`src/design/rrg_pkg.sv`:
```
`default_nettype none
// ----------------------------------------------------------------------------
// rrg_pkg: shared types for the fraction reduction block
// Holds the status bundle that the shared divider reports to its sequencer.
// ----------------------------------------------------------------------------
package rrg_pkg;

	typedef struct packed {
		logic busy;
		logic done;
	} div_status_t;

endpackage
`default_nettype wire

```
`src/design/rrg_divider.sv`:
```
`default_nettype none
// ----------------------------------------------------------------------------
// rrg_divider: iterative unsigned restoring divider
// Produces one quotient bit per cycle and gives quotient and remainder
// together with a one-cycle done pulse after WIDTH iterations.
// ----------------------------------------------------------------------------
module rrg_divider #(
	parameter int WIDTH = 32
) (
	input  wire logic                clk,
	input  wire logic                arst_n,
	input  wire logic                go,
	input  wire logic [WIDTH-1:0]    dividend,
	input  wire logic [WIDTH-1:0]    divisor,
	output logic [WIDTH-1:0]         quotient,
	output logic [WIDTH-1:0]         remainder,
	output rrg_pkg::div_status_t     status
);
	import rrg_pkg::*;

	localparam int CW = (WIDTH > 1) ? $clog2(WIDTH) : 1;

	logic [WIDTH-1:0] quo_q;
	logic [WIDTH-1:0] rem_q;
	logic [WIDTH-1:0] div_q;
	logic [CW-1:0]    cnt_q;
	logic             run_q;
	logic             done_q;
	logic [WIDTH:0]   shifted;
	logic [WIDTH:0]   diff;

	assign shifted = {rem_q, quo_q[WIDTH-1]};
	assign diff    = shifted - {1'b0, div_q};

	always_ff @(posedge clk or negedge arst_n) begin
		if (!arst_n) begin
			run_q  <= 1'b0;
			done_q <= 1'b0;
			cnt_q  <= '0;
		end else begin
			done_q <= 1'b0;
			if (go && !run_q) begin
				run_q <= 1'b1;
				cnt_q <= '0;
			end else if (run_q) begin
				cnt_q <= cnt_q + 1'b1;
				if (cnt_q == CW'(WIDTH - 1)) begin
					run_q  <= 1'b0;
					done_q <= 1'b1;
				end
			end
		end
	end

	always_ff @(posedge clk) begin
		if (go && !run_q) begin
			quo_q <= dividend;
			rem_q <= '0;
			div_q <= divisor;
		end else if (run_q) begin
			if (!diff[WIDTH]) begin
				rem_q <= diff[WIDTH-1:0];
				quo_q <= {quo_q[WIDTH-2:0], 1'b1};
			end else begin
				rem_q <= shifted[WIDTH-1:0];
				quo_q <= {quo_q[WIDTH-2:0], 1'b0};
			end
		end
	end

	assign quotient    = quo_q;
	assign remainder   = rem_q;
	assign status.busy = run_q;
	assign status.done = done_q;

endmodule
`default_nettype wire

```
`src/design/rational_reduce_gcd_top.sv`:
```
`default_nettype none
// A zero denominator gives its word in the cycle after start is taken.
// Otherwise the word follows the Euclid remainder steps on the shared divider and
// then the divisions of numerator and denominator by the greatest common divisor.
// No new fraction is taken while busy; start is taken again in the result cycle.
// A zero denominator never raises busy, so such words can follow every cycle.
// Reset clears the sequencer and the strobe; the receiver cannot stall results.
// ----------------------------------------------------------------------------
// rational_reduce_gcd_top: signed fraction reduction to lowest terms
// Finds the greatest common divisor of the magnitudes with Euclid's remainder
// loop on a shared divider, divides both by it and puts the sign on the
// numerator. Flags divide by zero and results that do not fit.
// ----------------------------------------------------------------------------
module rational_reduce_gcd_top #(
	parameter int VALUE_WIDTH = 32
) (
	input  wire logic                          clk,
	input  wire logic                          arst_n,
	input  wire logic                          start,
	output logic                               busy,
	input  wire logic signed [VALUE_WIDTH-1:0] numerator,
	input  wire logic signed [VALUE_WIDTH-1:0] denominator,
	output logic                               done,
	output logic signed [VALUE_WIDTH-1:0]      reduced_numerator,
	output logic [VALUE_WIDTH-2:0]             reduced_denominator,
	output logic                               divide_by_zero,
	output logic                               overflow
);
	import rrg_pkg::*;

	localparam int W = VALUE_WIDTH;

	localparam logic [1:0] ST_IDLE = 2'd0;
	localparam logic [1:0] ST_EUCL = 2'd1;
	localparam logic [1:0] ST_DIVN = 2'd2;
	localparam logic [1:0] ST_DIVD = 2'd3;

	logic [1:0]   state_q;
	logic         go_q;
	logic         done_q;
	logic [W-1:0] p_q;
	logic [W-1:0] q_q;
	logic [W-1:0] nm_q;
	logic [W-1:0] dm_q;
	logic [W-1:0] qn_q;
	logic         neg_q;
	logic [W-1:0] res_num_q;
	logic [W-2:0] res_den_q;
	logic         dbz_q;
	logic         ovf_q;

	logic [W-1:0] nm_in;
	logic [W-1:0] dm_in;
	logic [W-1:0] div_a;
	logic [W-1:0] div_b;
	logic [W-1:0] div_quo;
	logic [W-1:0] div_rem;
	div_status_t  div_sts;
	logic         accept;
	logic         rneg;
	logic         ovf;
	logic [W-1:0] qn_neg;

	assign accept = start && !busy;
	assign nm_in  = numerator[W-1] ? (~numerator + W'(1)) : numerator;
	assign dm_in  = denominator[W-1] ? (~denominator + W'(1)) : denominator;

	always_comb begin
		case (state_q)
			ST_DIVN: begin
				div_a = nm_q;
				div_b = p_q;
			end
			ST_DIVD: begin
				div_a = dm_q;
				div_b = p_q;
			end
			default: begin
				div_a = p_q;
				div_b = q_q;
			end
		endcase
	end

	rrg_divider #(
		.WIDTH(W)
	) u_div (
		.clk      (clk),
		.arst_n   (arst_n),
		.go       (go_q),
		.dividend (div_a),
		.divisor  (div_b),
		.quotient (div_quo),
		.remainder(div_rem),
		.status   (div_sts)
	);

	// The final quotient of the denominator is on div_quo in the cycle the divider raises done.
	assign rneg   = neg_q && (qn_q != '0);
	assign ovf    = div_quo[W-1] || (!rneg && qn_q[W-1]);
	assign qn_neg = ~qn_q + W'(1);

	always_ff @(posedge clk or negedge arst_n) begin
		if (!arst_n) begin
			state_q <= ST_IDLE;
			go_q    <= 1'b0;
			done_q  <= 1'b0;
		end else begin
			go_q   <= 1'b0;
			done_q <= 1'b0;
			case (state_q)
				ST_IDLE: begin
					if (accept) begin
						if (dm_in == '0) begin
							done_q <= 1'b1;
						end else begin
							state_q <= ST_EUCL;
							go_q    <= 1'b1;
						end
					end
				end
				ST_EUCL: begin
					if (div_sts.done) begin
						go_q <= 1'b1;
						if (div_rem == '0) begin
							state_q <= ST_DIVN;
						end
					end
				end
				ST_DIVN: begin
					if (div_sts.done) begin
						state_q <= ST_DIVD;
						go_q    <= 1'b1;
					end
				end
				ST_DIVD: begin
					if (div_sts.done) begin
						state_q <= ST_IDLE;
						done_q  <= 1'b1;
					end
				end
				default: begin
					state_q <= ST_IDLE;
				end
			endcase
		end
	end

	always_ff @(posedge clk) begin
		if (state_q == ST_IDLE) begin
			if (accept) begin
				p_q       <= nm_in;
				q_q       <= dm_in;
				nm_q      <= nm_in;
				dm_q      <= dm_in;
				neg_q     <= numerator[W-1] ^ denominator[W-1];
				res_num_q <= '0;
				res_den_q <= '0;
				dbz_q     <= (dm_in == '0);
				ovf_q     <= 1'b0;
			end
		end else if (state_q == ST_EUCL) begin
			if (div_sts.done) begin
				p_q <= q_q;
				q_q <= div_rem;
			end
		end else if (state_q == ST_DIVN) begin
			if (div_sts.done) begin
				qn_q <= div_quo;
			end
		end else begin
			if (div_sts.done) begin
				dbz_q     <= 1'b0;
				ovf_q     <= ovf;
				res_num_q <= ovf ? '0 : (rneg ? qn_neg : qn_q);
				res_den_q <= ovf ? '0 : div_quo[W-2:0];
			end
		end
	end

	assign busy                = (state_q != ST_IDLE);
	assign done                = done_q;
	assign reduced_numerator   = res_num_q;
	assign reduced_denominator = res_den_q;
	assign divide_by_zero      = dbz_q;
	assign overflow            = ovf_q;

	a_div_idle: assert property (@(posedge clk) disable iff (!arst_n)
		(state_q == ST_IDLE) |-> !div_sts.busy)
		else $error("Divider runs while the sequencer is idle.");

	a_go_starts: assert property (@(posedge clk) disable iff (!arst_n)
		go_q |=> div_sts.busy)
		else $error("Divider did not start after a launch.");

	a_dbz_clean: assert property (@(posedge clk) disable iff (!arst_n)
		(done && divide_by_zero) |-> (reduced_denominator == '0 && !overflow))
		else $error("Divide-by-zero word carries a value or overflow.");

	a_den_nonzero: assert property (@(posedge clk) disable iff (!arst_n)
		(done && !divide_by_zero && !overflow) |-> (reduced_denominator != '0))
		else $error("Valid word has a zero denominator.");

	a_done_from_divd: assert property (@(posedge clk) disable iff (!arst_n)
		(done && !divide_by_zero) |-> ($past(state_q) == ST_DIVD))
		else $error("Result strobe without a finished reduction.");

endmodule
`default_nettype wire
```
`config.mk`:
```
export PLATFORM = sky130hd
export DESIGN_NAME = rational_reduce_gcd_top
export DESIGN_NICKNAME = d
export VERILOG_FILES = /design/src/design/rrg_pkg.sv /design/src/design/rrg_divider.sv /design/src/design/rational_reduce_gcd_top.sv
export SDC_FILE = /design/constraint.sdc
export NUM_CORES = 1
export LEC_CHECK = 0
export BUFFER_PORTS_ARGS = -buffer_cell sky130_fd_sc_hd__buf_2
export CORE_MARGIN = 10
export CORE_UTILIZATION = 55
export CTS_BUF_LIST = sky130_fd_sc_hd__clkbuf_8 sky130_fd_sc_hd__clkbuf_16
export DETAILED_ROUTE_END_ITERATION = 7
export PLACE_DENSITY = 0.77
export RECOVER_POWER = 25
export SLEW_MARGIN = 10
export SYNTH_ARGS = -nofsm -noshare
export SYNTH_HDL_FRONTEND = slang
export SYNTH_HIERARCHICAL = 1
export SYNTH_SLANG_ARGS = --single-unit
```
`constraint.sdc`:
```
create_clock -name clk -period 16.4 [get_ports clk]
set_input_delay 3.28 -clock clk [delete_from_list [all_inputs] [get_ports clk]]
set_output_delay 3.28 -clock clk [all_outputs]
set_load 0.03 [all_outputs]
```
# --- Word-level counts from Yosys, hierarchy flattened ---
# Index checks and enable logic that the tools add are counted.
op_classes:
  n_reduce_logical: 23
  bitwise: 6
  n_addsub: 5
  eq_ne: 12
  mux: 61
ops:
  columns: ["operator", "n"]
  rows:
  - ["two-way mux 32 bit", 21]
  - ["two-way mux 31 bit", 6]
  - ["NOT 32 bit", 3]
  - ["adder 32 x 2 -> 32 bit (second input constant)", 2]
  - ["logical NOT 32 bit", 2]
  - ["case mux 32 bit (2 select lines)", 1]
  - ["subtractor 33 x 32 -> 33 bit", 1]
  - ["adder 32 x 1 -> 32 bit (second input constant)", 1]
  - ["nonzero test 32 bit", 1]
  - ["two-way mux 1 bit", 22]
  - ["two-way mux 2 bit", 6]
  - ["two-way mux 5 bit", 2]
  - ["!= test 2 bit (second input constant)", 5]
  - ["case mux 2 bit (4 select lines)", 1]
  - ["AND reduction 4 bit", 2]
  - ["nonzero test 2 bit", 4]
  - ["!= test 2 x 1 -> 1 bit (second input constant)", 3]
  - ["AND reduction 6 bit", 1]
  - ["adder 5 x 1 -> 5 bit (second input constant)", 1]
  - ["== test 5 bit (second input constant)", 1]
  - ["== test 2 bit (second input constant)", 2]
  - ["logical AND 1 bit", 4]
  - ["case mux 1 bit (2 select lines)", 2]
  - ["OR reduction 2 bit", 2]
  - ["other kinds (8)", 11]
word_totals:
  out_inout_bits: 67
  ff_bits: 333
  in_bits: 67

# --- Logic depth before layout (Yosys ltp) ---
depth:
  ltp_word: 10
  mapped_depth: 14
  mapped_depth_nobuf: 12

# --- Modules after synthesis ---
# The synthesis kept the hierarchy.
modules_own_cells:
  columns: ["mod", "instances", "area_per_inst_um2", "cells_per_inst"]
  rows:
  - ["rational_reduce_gcd_top", 1, 11706.2, 1017]
  - ["rrg_divider", 1, 5734.2, 539]

# --- Worst setup path before layout ---
# No wires, ideal clock.
synth_timing:
  path_type: "input port to flip-flop"
  start: "input start"
  end: "register dbz_q (netlist: divide_by_zero) (enable)"
  path_stages: 2
  required_ns: 15.891
  setup_time_ns: 0.509
  setup_slack_ns: 9.363
  path_buffers: 0
  arrival_time_ns: 6.527
  path_cell_list: "nand2_1 > a21oi_1"
synth_between:
  elab_chain_cells: 3
synth_rtl:
  columns: ["element", "line_no", "text"]
  rows:
  - ["from (decl)", "rational_reduce_gcd_top.sv:19", "input wire logic start,"]
  - ["logical AND 1 bit", "rational_reduce_gcd_top.sv:64", "assign accept = start && !busy;"]
  - ["!= test 2 bit (no source line)", null, null]
  - ["AND reduction 4 bit (no source line)", null, null]
  - ["to (signal assigned)", "rational_reduce_gcd_top.sv:159", "dbz_q <= (dm_in == '0);"]
  - ["to (decl)", "rational_reduce_gcd_top.sv:49", "logic dbz_q;"]
# No other way between the ends.
# A chain may end at the register's enable or synchronous reset.

# --- Final worst setup path ---
layout_timing:
  start: "register state_q[1]"
  end: "output busy"
layout_between:
  elab_chain_cells: 1
layout_rtl:
  columns: ["element", "line_no", "text"]
  rows:
  - ["from (decl)", "rational_reduce_gcd_top.sv:38", "logic [1:0] state_q;"]
  - ["from (signal assigned)", "rational_reduce_gcd_top.sv:105", "state_q <= ST_IDLE;"]
  - ["from (signal assigned)", "rational_reduce_gcd_top.sv:117", "state_q <= ST_EUCL;"]
  - ["from (signal assigned)", "rational_reduce_gcd_top.sv:126", "state_q <= ST_DIVN;"]
  - ["nonzero test 2 bit", "rational_reduce_gcd_top.sv:181", "assign busy = (state_q != ST_IDLE);"]
  - ["to (decl)", "rational_reduce_gcd_top.sv:20", "output logic busy,"]
# No other way between the ends.

==> key figures <==
Status
  • Run status: complete, but fails checks
  • Violated checks: max-capacitance violations, max-slew violations

Clock tree
  • CTS clock-pin slew for the worst setup and hold paths: 0.06 ns
  • Cts hold-fix bufs: 0
  • Clock latency of the later-clocked register in the worst-skew pair: 0.53 ns
  • TritonCTS Buffers: 36
  • Sinks on Clock Net: 333
  • Number of instances resized during post-cts repair: 0
  • Worst-case clock buffer depth: 3
  • Root buffer cell: clkbuf_16
  • H-Tree Level Count: 2
  • Clock tree from TritonCTS: yes
  • Post-CTS setup-driven buffer insertion count: 0

Global routing
  • Global-route usage over all layers: 23.2%
  • Grt total ovfl: 0
  • Vias in the first global route: 12400
  • Antenna violations before repair: 4
  • First-pass GRT wire length: 71.2 mm
  • Pin count of the biggest net entering global routing: 67

Place
  • Estimated wirelength of the detail-placed design: 32.8 mm
  • PortBufs: 133
  • Cell count after placement: 2028
  • Placer congestion estimate: 1.01

Synth
  • Cell Area, Synth: 0.0174 mm2
  • Synth Area per Inst: 11.2 um2
  • Net count of the mapped netlist: 1664
  • Synthesized netlist cell count: 1555
  • Number of synthesis warnings: 6

Die
  • # rows: 65
  • Area inside the core boundary: 0.0314 mm2
  • # IOs: 134
  • Die Ht: 198 um
  • Area of the die: 0.0392 mm2
  • Starting density of the core: 55.5%
  • Die width: 198 um

Power
  • Peak VDD IR: 0.123 mV
  • Net load switching power: 1.44 mW
  • Final Power: 3.76 mW
  • Proportion of total power due to net switching: 38.4%
  • PwrDens: 192 mW/mm2
  • Leak pwr: 7.52 nW
  • Power Internal: 2.31 mW
  • Clock Power Share: 21.3%
  • Portion of total power attributed to combinational logic: 41.0%
  • Seq pwr share: 37.7%

Layout
  • Fraction of layout cells with a size suffix above 1: 18.7%
  • Fill cell total of the finished layout: 2404
  • Final std cells w/o fill: 2094
  • Number of nets in the layout: 1773
  • Layout overhead on the synthesized area: 12.3%

Routing
  • Via density per instance: 6.19
  • Total length of routed wires: 46.7 mm
  • DR vias: 13000
  • DRC violation total after the first TritonRoute iteration: 1430
  • Wire per inst: 22.3 um
  • Number of routed nets with antenna violations: 0
  • Detailed Routing Iterations Pass 1: 7
  • DRC violation count after routing: 0

Worst setup path
  • Critical Path Slowest Stage Cell: clkbuf_1
  • Arrival time of the worst setup path: 3.33 ns
  • Endpoint kind of the worst setup timing path: primary output
  • Maximum fanout count along the critical path: 34
  • Element type at the critical path start: flip-flop
  • Data required, critical path: 13.12 ns
  • Cell-by-cell listing of the critical path: inv_1, ha_1, clkbuf_1, clkinv_1, buf_2
  • Worst Setup Path Type: reg2out
  • Maximum single-stage delay on the critical path: 1.43 ns

STA
  • Worst relative slew slack: -172%
  • Final Slew Violations: 383
  • RSZ-0062 raised after global routing: no
  • Crit share post-route: 40.3%
  • Maximum frequency from static timing analysis: 151 MHz
  • Final setup vio count: 0
  • Slew at the pin closest to its max-slew limit: 4.07 ns
  • Final TNS setup: 0 ns
  • Hold violation count in the final report: 0
  • Final Critical Period: 6.61 ns
  • Worst clock skew on the final layout: 0.0285 ns

Flow run
  • Max-cap violations: 8

Worst hold path
  • Worst Hold Class: reg2reg
==> per-stage QoR <==
stage               hold WS, ns  cell area [um2]  setup slack, ns  util, %
finish                    0.478            19600             9.79     62.4
global placement          0.453            18400             9.75     58.7
floorplan                 0.437            17400             9.36        -
global route              0.492            19600             9.46     62.4
detailed placement        0.457            18400             9.66     58.7
CTS                       0.471            19600            10.16     62.4
==> final timing paths <==
path | from | end | slack, ns | cells past startpoint
max | state_q[1] | busy | 9.79 | 5
min in group asynchronous | arst_n | u_div/run_q | 2.61 | 1
min | u_div/quotient[21] | qn_q[21] | 0.48 | 0
max reg2reg | state_q[0] | reduced_numerator[0] | 9.82 | 7
max in group asynchronous | arst_n | state_q[1] | 13.56 | 1
min reg2reg | u_div/quotient[21] | qn_q[21] | 0.48 | 0
==> cell usage in the layout (no fill, tap or decap), types with 9 or more instances in the layout <==
cell type / count
nand4_1: 12
a21oi_1: 49
nand3_1: 17
nor2b_1: 11
dfrtp_1: 11
nor3_1: 21
nor2_1: 172
xnor2_1: 61
a22oi_1: 33
inv_1: 85
dfxtp_1: 32
and3_1: 40
a21o_1: 12
o41ai_1: 11
mux2_2: 86
buf_2: 133
mux2i_1: 24
edfxtp_1: 290
nand2_1: 157
o21ai_0: 61
or3_1: 10
or4_1: 14
o31ai_1: 30
xor2_1: 58
nor4_1: 18
a31oi_1: 13
buf_4: 9
ha_1: 41
clkbuf_16: 38
==> layout make-up <==
type | count | area (um2) | area share [%]
inverter | 77 | 289 | 1.48
antenna | 4 | 10.0 | 0.0511
multi-input combinational | 1066 | 7230 | 36.9
sequential | 333 | 9620 | 49.2
tap | 402 | 503 | 2.57
clock buffer | 38 | 951 | 4.86
clock inverter | 24 | 213 | 1.09
timing repair buffer | 150 | 763 | 3.90
==> power by group through the flow <==
stage	sequential, mW	combinational [mW]	clock (mW)
3_5_place_dp	1.43	1.49	0
6_report	1.42	1.54	0.800
3_3_place_gp	1.42	1.45	0
2_1_floorplan	1.42	1.06	0
5_1_grt	1.44	1.66	0.841
4_1_cts	1.41	1.50	0.807
==> metal layers <==
metal	vias to the layer above	routed length, um	global-route usage (%)
li1	5925	-	-
met1	6284	18800	29.6
met2	645	21800	36.9
met3	116	4530	6.28
met4	2	1560	8.74
met5	-	13	0
==> critical path: cells and delay by family (launching register included) <==
family | cells | cell delay (ns)
buffers and inverters | 4 | 2.25
flip-flops | 1 | 0.40
adder cells (fa/ha/maj) | 1 | 0.18
(Power assumes the default switching activity.)
